### src/rtl/btn_dbnc_pkg.sv
// ----------------------------------------------------------------------------
// btn_dbnc_pkg
// Shared types and constants for the button debouncer with auto-repeat.
// ----------------------------------------------------------------------------
package btn_dbnc_pkg;

	localparam int unsigned PIN_W  = 8;
	localparam int unsigned TICK_W = 16;

	// item kinds
	localparam logic ACT_TICK = 1'b0;
	localparam logic ACT_POLL = 1'b1;

	// configuration register indexes
	localparam logic REG_REPEAT_DELAY    = 1'b0;
	localparam logic REG_REPEAT_INTERVAL = 1'b1;

	localparam logic [TICK_W-1:0] DEBOUNCE_TICKS   = TICK_W'(5);
	localparam logic [TICK_W-1:0] SETTLE_TICKS     = TICK_W'(3);
	localparam logic [TICK_W-1:0] DEFAULT_DELAY    = TICK_W'(100);
	localparam logic [TICK_W-1:0] DEFAULT_INTERVAL = TICK_W'(20);

	typedef struct packed {
		logic             action;
		logic [PIN_W-1:0] pin_number;
		logic             pin_level;
	} item_t;

	typedef struct packed {
		logic push_event;
		logic repeat_event;
	} result_t;

	// state summary from the press machine, for checks in the top level
	typedef struct packed {
		logic locked;     // a nonzero pin is locked
		logic held;       // phase is settle, wait or repeat
		logic repeating;  // phase is repeat
	} status_t;

endpackage

### src/rtl/btn_dbnc_if.sv
// ----------------------------------------------------------------------------
// btn_dbnc_if
// Valid/ready channels for pin requests and event results.
// ----------------------------------------------------------------------------
interface btn_dbnc_item_if import btn_dbnc_pkg::*; ();
	logic             valid;
	logic             ready;
	logic             action;
	logic [PIN_W-1:0] pin_number;
	logic             pin_level;

	modport source (output valid, output action, output pin_number, output pin_level,
		input ready);
	modport sink (input valid, input action, input pin_number, input pin_level,
		output ready);
endinterface

interface btn_dbnc_result_if;
	logic valid;
	logic ready;
	logic push_event;
	logic repeat_event;

	modport source (output valid, output push_event, output repeat_event, input ready);
	modport sink (input valid, input push_event, input repeat_event, output ready);
endinterface

### src/rtl/btn_dbnc_fsm.sv
// ----------------------------------------------------------------------------
// btn_dbnc_fsm
// Press machine: phase, tick countdown and locked pin, one request per step.
// ----------------------------------------------------------------------------
module btn_dbnc_fsm import btn_dbnc_pkg::*; (
	input  logic              clk,
	input  logic              arst_n,
	input  logic              step,
	input  item_t             item,
	input  logic [TICK_W-1:0] repeat_delay,
	input  logic [TICK_W-1:0] repeat_interval,
	output result_t           result,
	output status_t           status
);

	typedef enum logic [2:0] {
		PH_IDLE     = 3'd0,
		PH_DEBOUNCE = 3'd1,
		PH_SETTLE   = 3'd2,
		PH_WAIT     = 3'd3,
		PH_REPEAT   = 3'd4
	} phase_t;

	phase_t            phase_q, phase_n;
	logic [TICK_W-1:0] count_q, count_n;
	logic [PIN_W-1:0]  lock_q, lock_n;
	logic              pressed, expired, other_pin;
	logic [TICK_W-1:0] delay_ld, interval_ld;

	assign pressed     = !item.pin_level;
	assign expired     = (count_q == '0);
	assign other_pin   = (lock_q != '0) && (lock_q != item.pin_number);
	assign delay_ld    = (repeat_delay != '0) ? repeat_delay : DEFAULT_DELAY;
	assign interval_ld = (repeat_interval != '0) ? repeat_interval : DEFAULT_INTERVAL;

	always_comb begin
		phase_n = phase_q;
		count_n = count_q;
		lock_n  = lock_q;
		result  = '0;
		if (item.action == ACT_TICK) begin
			if (!expired)
				count_n = count_q - TICK_W'(1);
		end else if (!other_pin) begin
			if (pressed && phase_q == PH_IDLE) begin
				phase_n = PH_DEBOUNCE;
				count_n = DEBOUNCE_TICKS;
			end else if (phase_q != PH_IDLE) begin
				if (pressed && phase_q == PH_DEBOUNCE && expired) begin
					phase_n = PH_SETTLE;
					count_n = SETTLE_TICKS;
					lock_n  = item.pin_number;
				end else if (!pressed && (phase_q == PH_SETTLE || phase_q == PH_WAIT)) begin
					result.push_event = 1'b1;
					phase_n = PH_IDLE;
					lock_n  = '0;
				end else if (pressed && phase_q == PH_SETTLE && expired) begin
					phase_n = PH_WAIT;
					count_n = delay_ld;
				end else if (pressed && phase_q == PH_WAIT && expired) begin
					phase_n = PH_REPEAT;
				end else if (pressed && phase_q == PH_REPEAT && expired) begin
					count_n = interval_ld;
					result.repeat_event = 1'b1;
				end
			end
			// release while repeating drops back to idle
			if (!pressed && phase_q == PH_REPEAT) begin
				phase_n = PH_IDLE;
				lock_n  = '0;
			end
		end
	end

	always_ff @(posedge clk or negedge arst_n) begin
		if (!arst_n) begin
			phase_q <= PH_IDLE;
			count_q <= '0;
			lock_q  <= '0;
		end else if (step) begin
			phase_q <= phase_n;
			count_q <= count_n;
			lock_q  <= lock_n;
		end
	end

	assign status.locked    = (lock_q != '0);
	assign status.held      = (phase_q == PH_SETTLE) || (phase_q == PH_WAIT)
		|| (phase_q == PH_REPEAT);
	assign status.repeating = (phase_q == PH_REPEAT);

endmodule

### src/rtl/button_debounce_auto_repeat.sv
// ----------------------------------------------------------------------------
// button_debounce_auto_repeat
// Button debouncer with auto-repeat, valid/ready request and result channels.
// ----------------------------------------------------------------------------
// Each request is a timer tick or a poll of one button pin (active low). The
// block takes one request per clock and returns exactly one result per
// request: the request lands in an input register, the press machine's
// next-state logic works on it there and its events are caught in the
// result register. A stall on the result side holds both stages; the input
// side keeps accepting as long as the input register can move on. Ticks only
// count down; polls drive the phases idle, debounce (5 ticks), settle (3
// ticks), wait (repeat_delay ticks) and repeat (one repeat_event each
// repeat_interval ticks). A zero register value selects 100 for the delay
// and 20 for the interval. Write the registers only while no request is in
// flight.
module button_debounce_auto_repeat import btn_dbnc_pkg::*; (
	input  logic              clk,
	input  logic              arst_n,
	btn_dbnc_item_if.sink     btn,
	btn_dbnc_result_if.source evt,
	input  logic              wr_en,
	input  logic              wr_index,
	input  logic [TICK_W-1:0] wr_data
);

	logic [TICK_W-1:0] delay_q, interval_q;
	logic              valid_s1, valid_s2;
	item_t             item_s1;
	result_t           res_s2, res_n;
	status_t           status;
	logic              advance, step, take;

	// configuration registers
	always_ff @(posedge clk or negedge arst_n) begin
		if (!arst_n) begin
			delay_q    <= DEFAULT_DELAY;
			interval_q <= DEFAULT_INTERVAL;
		end else if (wr_en) begin
			unique case (wr_index)
				REG_REPEAT_DELAY:    delay_q    <= wr_data;
				REG_REPEAT_INTERVAL: interval_q <= wr_data;
				default:             ;
			endcase
		end
	end

	// result register frees up when empty or taken
	assign advance   = !valid_s2 || evt.ready;
	assign step      = valid_s1 && advance;
	assign btn.ready = !valid_s1 || advance;
	assign take      = btn.valid && btn.ready;

	always_ff @(posedge clk or negedge arst_n) begin
		if (!arst_n) begin
			valid_s1 <= 1'b0;
			valid_s2 <= 1'b0;
		end else begin
			if (take)
				valid_s1 <= 1'b1;
			else if (step)
				valid_s1 <= 1'b0;
			if (step)
				valid_s2 <= 1'b1;
			else if (evt.ready)
				valid_s2 <= 1'b0;
		end
	end

	// payload registers
	always_ff @(posedge clk) begin
		if (take) begin
			item_s1.action     <= btn.action;
			item_s1.pin_number <= btn.pin_number;
			item_s1.pin_level  <= btn.pin_level;
		end
		if (step)
			res_s2 <= res_n;
	end

	btn_dbnc_fsm u_fsm (
		.clk             (clk),
		.arst_n          (arst_n),
		.step            (step),
		.item            (item_s1),
		.repeat_delay    (delay_q),
		.repeat_interval (interval_q),
		.result          (res_n),
		.status          (status)
	);

	assign evt.valid        = valid_s2;
	assign evt.push_event   = res_s2.push_event;
	assign evt.repeat_event = res_s2.repeat_event;

	// a single request never fires both events
	assert property (@(posedge clk) disable iff (!arst_n)
		evt.valid |-> !(evt.push_event && evt.repeat_event))
		else $error("push and repeat fired together");

	// ticks never produce an event
	assert property (@(posedge clk) disable iff (!arst_n)
		step && item_s1.action == ACT_TICK |=> !evt.push_event && !evt.repeat_event)
		else $error("event on a tick");

	// a lock exists only while the press is past debounce
	assert property (@(posedge clk) disable iff (!arst_n)
		status.locked |-> status.held)
		else $error("pin locked outside a held phase");

	// repeat events come only from the repeat phase
	assert property (@(posedge clk) disable iff (!arst_n)
		step && res_n.repeat_event |-> status.repeating)
		else $error("repeat event outside repeat phase");

endmodule

### src/flat_wrapper.sv
// flat-port wrapper written by rule: the top's interface ports become plain ports
module button_debounce_auto_repeat_flat import btn_dbnc_pkg::*;
  (clk, arst_n, wr_en, wr_index, wr_data, btn_valid, btn_action, btn_pin_number, btn_pin_level, btn_ready, evt_valid, evt_push_event, evt_repeat_event, evt_ready);
  btn_dbnc_item_if btn_i ();
  btn_dbnc_result_if evt_i ();
  input  logic clk;
  input  logic arst_n;
  input  logic wr_en;
  input  logic wr_index;
  input  logic [TICK_W-1:0] wr_data;
  input wire logic [$bits(btn_i.valid)-1:0] btn_valid;
  input wire logic [$bits(btn_i.action)-1:0] btn_action;
  input wire logic [$bits(btn_i.pin_number)-1:0] btn_pin_number;
  input wire logic [$bits(btn_i.pin_level)-1:0] btn_pin_level;
  output wire logic [$bits(btn_i.ready)-1:0] btn_ready;
  output wire logic [$bits(evt_i.valid)-1:0] evt_valid;
  output wire logic [$bits(evt_i.push_event)-1:0] evt_push_event;
  output wire logic [$bits(evt_i.repeat_event)-1:0] evt_repeat_event;
  input wire logic [$bits(evt_i.ready)-1:0] evt_ready;
  assign btn_i.valid = btn_valid;
  assign btn_i.action = btn_action;
  assign btn_i.pin_number = btn_pin_number;
  assign btn_i.pin_level = btn_pin_level;
  assign btn_ready = btn_i.ready;
  assign evt_valid = evt_i.valid;
  assign evt_push_event = evt_i.push_event;
  assign evt_repeat_event = evt_i.repeat_event;
  assign evt_i.ready = evt_ready;
  button_debounce_auto_repeat u_core (.clk(clk), .arst_n(arst_n), .btn(btn_i), .evt(evt_i), .wr_en(wr_en), .wr_index(wr_index), .wr_data(wr_data));
endmodule
### config.mk
export PLATFORM = sky130hd
export DESIGN_NAME = button_debounce_auto_repeat_flat
export DESIGN_NICKNAME = d
export VERILOG_FILES = /design/src/rtl/btn_dbnc_pkg.sv /design/src/rtl/btn_dbnc_if.sv /design/src/rtl/btn_dbnc_fsm.sv /design/src/rtl/button_debounce_auto_repeat.sv /design/src/flat_wrapper.sv
export SDC_FILE = /design/constraint.sdc
export NUM_CORES = 1
export LEC_CHECK = 0
export BUFFER_PORTS_ARGS = -buffer_cell sky130_fd_sc_hd__buf_2
export CORE_MARGIN = 2
export CORE_UTILIZATION = 53
export CTS_BUF_LIST = sky130_fd_sc_hd__clkbuf_16
export CTS_CLUSTER_SIZE = 10
export DETAILED_ROUTE_END_ITERATION = 12
export GPL_TIMING_DRIVEN = 0
export PLACE_DENSITY = 0.75
export SLEW_MARGIN = 10
export SYNTH_ARGS = -nofsm -noshare
export SYNTH_HDL_FRONTEND = slang
export SYNTH_HIERARCHICAL = 1
export SYNTH_SLANG_ARGS = --single-unit
### constraint.sdc
create_clock -name clk -period 2.68 [get_ports clk]
set_input_delay 0.536 -clock clk [delete_from_list [all_inputs] [get_ports clk]]
set_output_delay 0.536 -clock clk [all_outputs]
set_load 0.01 [all_outputs]
==> results.cfg <==
[critical_path]
cpMostUsedCell = buf_6
slowest_stage = dfrtp_1
path_buf_inv = 4
cp_max_fo = 8
path_delay_family = simple AND/OR/NAND/NOR gates
worstPathRequired_ns = 2.91
path_cells = inv_1, ha_2, nor3b_4, nand4b_1, buf_6, nor4_4, buf_6, buf_12, nor2_1, o31a_1, o21ai_0
critPathLaunchType = flip-flop
cp_slowest_stage_delay_ns = 0.41
critPathKind = reg2reg
r2r_start = u_core/u_fsm/count_q[0]
startpoint = u_core/u_fsm/count_q[0]
worst_ep_arrival_time_ns = 2.89
end_kind = flip-flop

[cts]
cts_tree = done
root_buffer = clkbuf_16
numCtsBuffers = 9
htreeDepth = 3
clk_pin_slew_ns = 0.06
clk_path_buf_depth = 2
ctsHoldBuffers = 0
clock_latency_ns = 0.33
cts.sinks = 73

[floorplan]
die-area_mm2 = 0.00787
die_h_um = 88.7
num_rows = 30
die_w_um = 88.7
fp.coreArea_mm2 = 0.00687
ioPinCount = 36
initial_core_util = 0.553

[finish]
drive_gt1_frac = 0.323
utilization = 0.676
regArea_mm2 = 0.00189
multi_input_area_mm2 = 0.00186
nets = 446
n_fill_cell = 512
layout_common_cells = dfrtp_1 (56), buf_2 (36), o21ai_0 (35)
final_common_cell = dfrtp_1
antenna_cells = 0
areaGrowthSynthToFinish_pct = 22.1
final_cells = 514

[grt]
grtUsageTotal = 0.247
groute.layer.met1.usage = 0.316
met2_usage = 0.410
grt_pass1_vias = 3044
grt_max_degree = 62
grt_pass1_wl_um = 14800
grt_antenna_before_repair = 0
met3_usage = 0.0690
gr-total-overflow = 0
grt_busiest_layer = met2

[routing]
drt_iter0_markers = 367
firstDrtPassIters = 5
finalWirelength_um = 9680
antenna_left = 0
num_vias = 3240
drc_errors = 0
wire_per_inst_um = 18.8
vias_per_cell = 6.30

[synthesis]
synthesis.instances = 354
syn_nets = 387
synth_area_mm2 = 0.00380
yosys_warnings = 6
synth.avg_cell_area_um2 = 10.7

[min_path]
hp-class = in2async

[sta]
slew_violations = 0
worst_pin_slew_ns = 0.776
period_needed_ns = 2.65
relSlewSlack = 0.483
fin_skew_ns = 0.00478
final-hold-violation-count = 0
finalSetupViolCount = 0
clock.fmax_mhz = 377
fin_crit_sh = 0.990

[place]
finalWeightedCongestion = 0.880
hpwl_um = 6150
numPortBuffers = 35
dp.cells = 485

[flow_run]
maxCapViolCount = 0

[pwr]
power_leakage_nw = 1.87
total_power_w = 0.00351
vdd_drop_max_v = 0.000508
powerDensity_mw_per_mm2 = 757

[status]
outcome = finished clean
## worst paths after layout
kind,depth (start not counted),to,slack (ns)
min in group clk,1,u_core/item_s1[5],0.38
hold reg to reg,1,u_core/evt.valid,0.48
hold / removal,1,u_core/u_fsm/lock_q[1],0.26
setup reg to reg,11,u_core/u_fsm/count_q[5],0.03
max in group asynchronous,1,u_core/delay_q[13],1.89
setup / recovery,11,u_core/u_fsm/count_q[5],0.03
## layout make-up
cell class / instances / share of cell area
Inverter: 5 / 0.00485
Clock buffer: 10 / 0.0539
Clock inverter: 6 / 0.0154
Timing Repair Buffer: 48 / 0.0631
Sequential cell: 73 / 0.408
Tap cell: 96 / 0.0259
Multi-Input combinational cell: 257 / 0.402
Buffer: 19 / 0.0275
## flip-flops by register name (all words and copies together), names as in the netlist
register                 count
u_core/u_fsm/lock_q          8
u_core/interval_q           16
u_core/evt.push_event        1
u_core/evt.valid             1
u_core/u_fsm/phase_q         3
u_core/delay_q              16
u_core/u_fsm/count_q        16
u_core/valid_s1              1
u_core/item_s1              10
u_core/evt.repeat_event      1
## stage by stage
step	hold WS (ns)	cell area, um2	TNS [ns]	worst slack, ns
2_1_floorplan	0.240	3800	0	0.0314
3_3_place_gp	0.463	4100	-5.08	-0.389
3_5_place_dp	0.465	4100	-6.33	-0.451
4_1_cts	0.307	4470	-0.0309	-0.0309
5_1_grt	0.344	4640	-0.288	-0.120
6_report	0.259	4640	0	0.0257
## per-layer routing
metal	routed length, um	vias to the layer above
met5	0	-
met4	280	0
met3	683	29
met2	4740	183
met1	3980	1580
li1	-	1448
## where the power goes
part | internal, W | switching [W] | total, W
clock network | 0.000787 | 0.000487 | 0.00127
registers | 0.00132 | 0.000197 | 0.00152
logic | 0.000349 | 0.000373 | 0.000722
## worst register-to-register path: stages, from the launching register on
cell,delay [ns]
dfrtp_1,0.41
inv_1,0.07
ha_2,0.20
nor3b_4,0.26
nand4b_1,0.29
buf_6,0.24
nor4_4,0.27
buf_6,0.18
buf_12,0.11
nor2_1,0.03
o31a_1,0.28
o21ai_0,0.21
## what timing repair did
item                                   4_1_cts  5_1_grt
setup endpoints to repair                   24       18
cloned                                       0        2
endpoints found under the hold margin        0        0
gates resized for setup                      8       27
setup buffers                                2       10
pin swaps                                    3        7
Power figures use the tool's default switching activity.
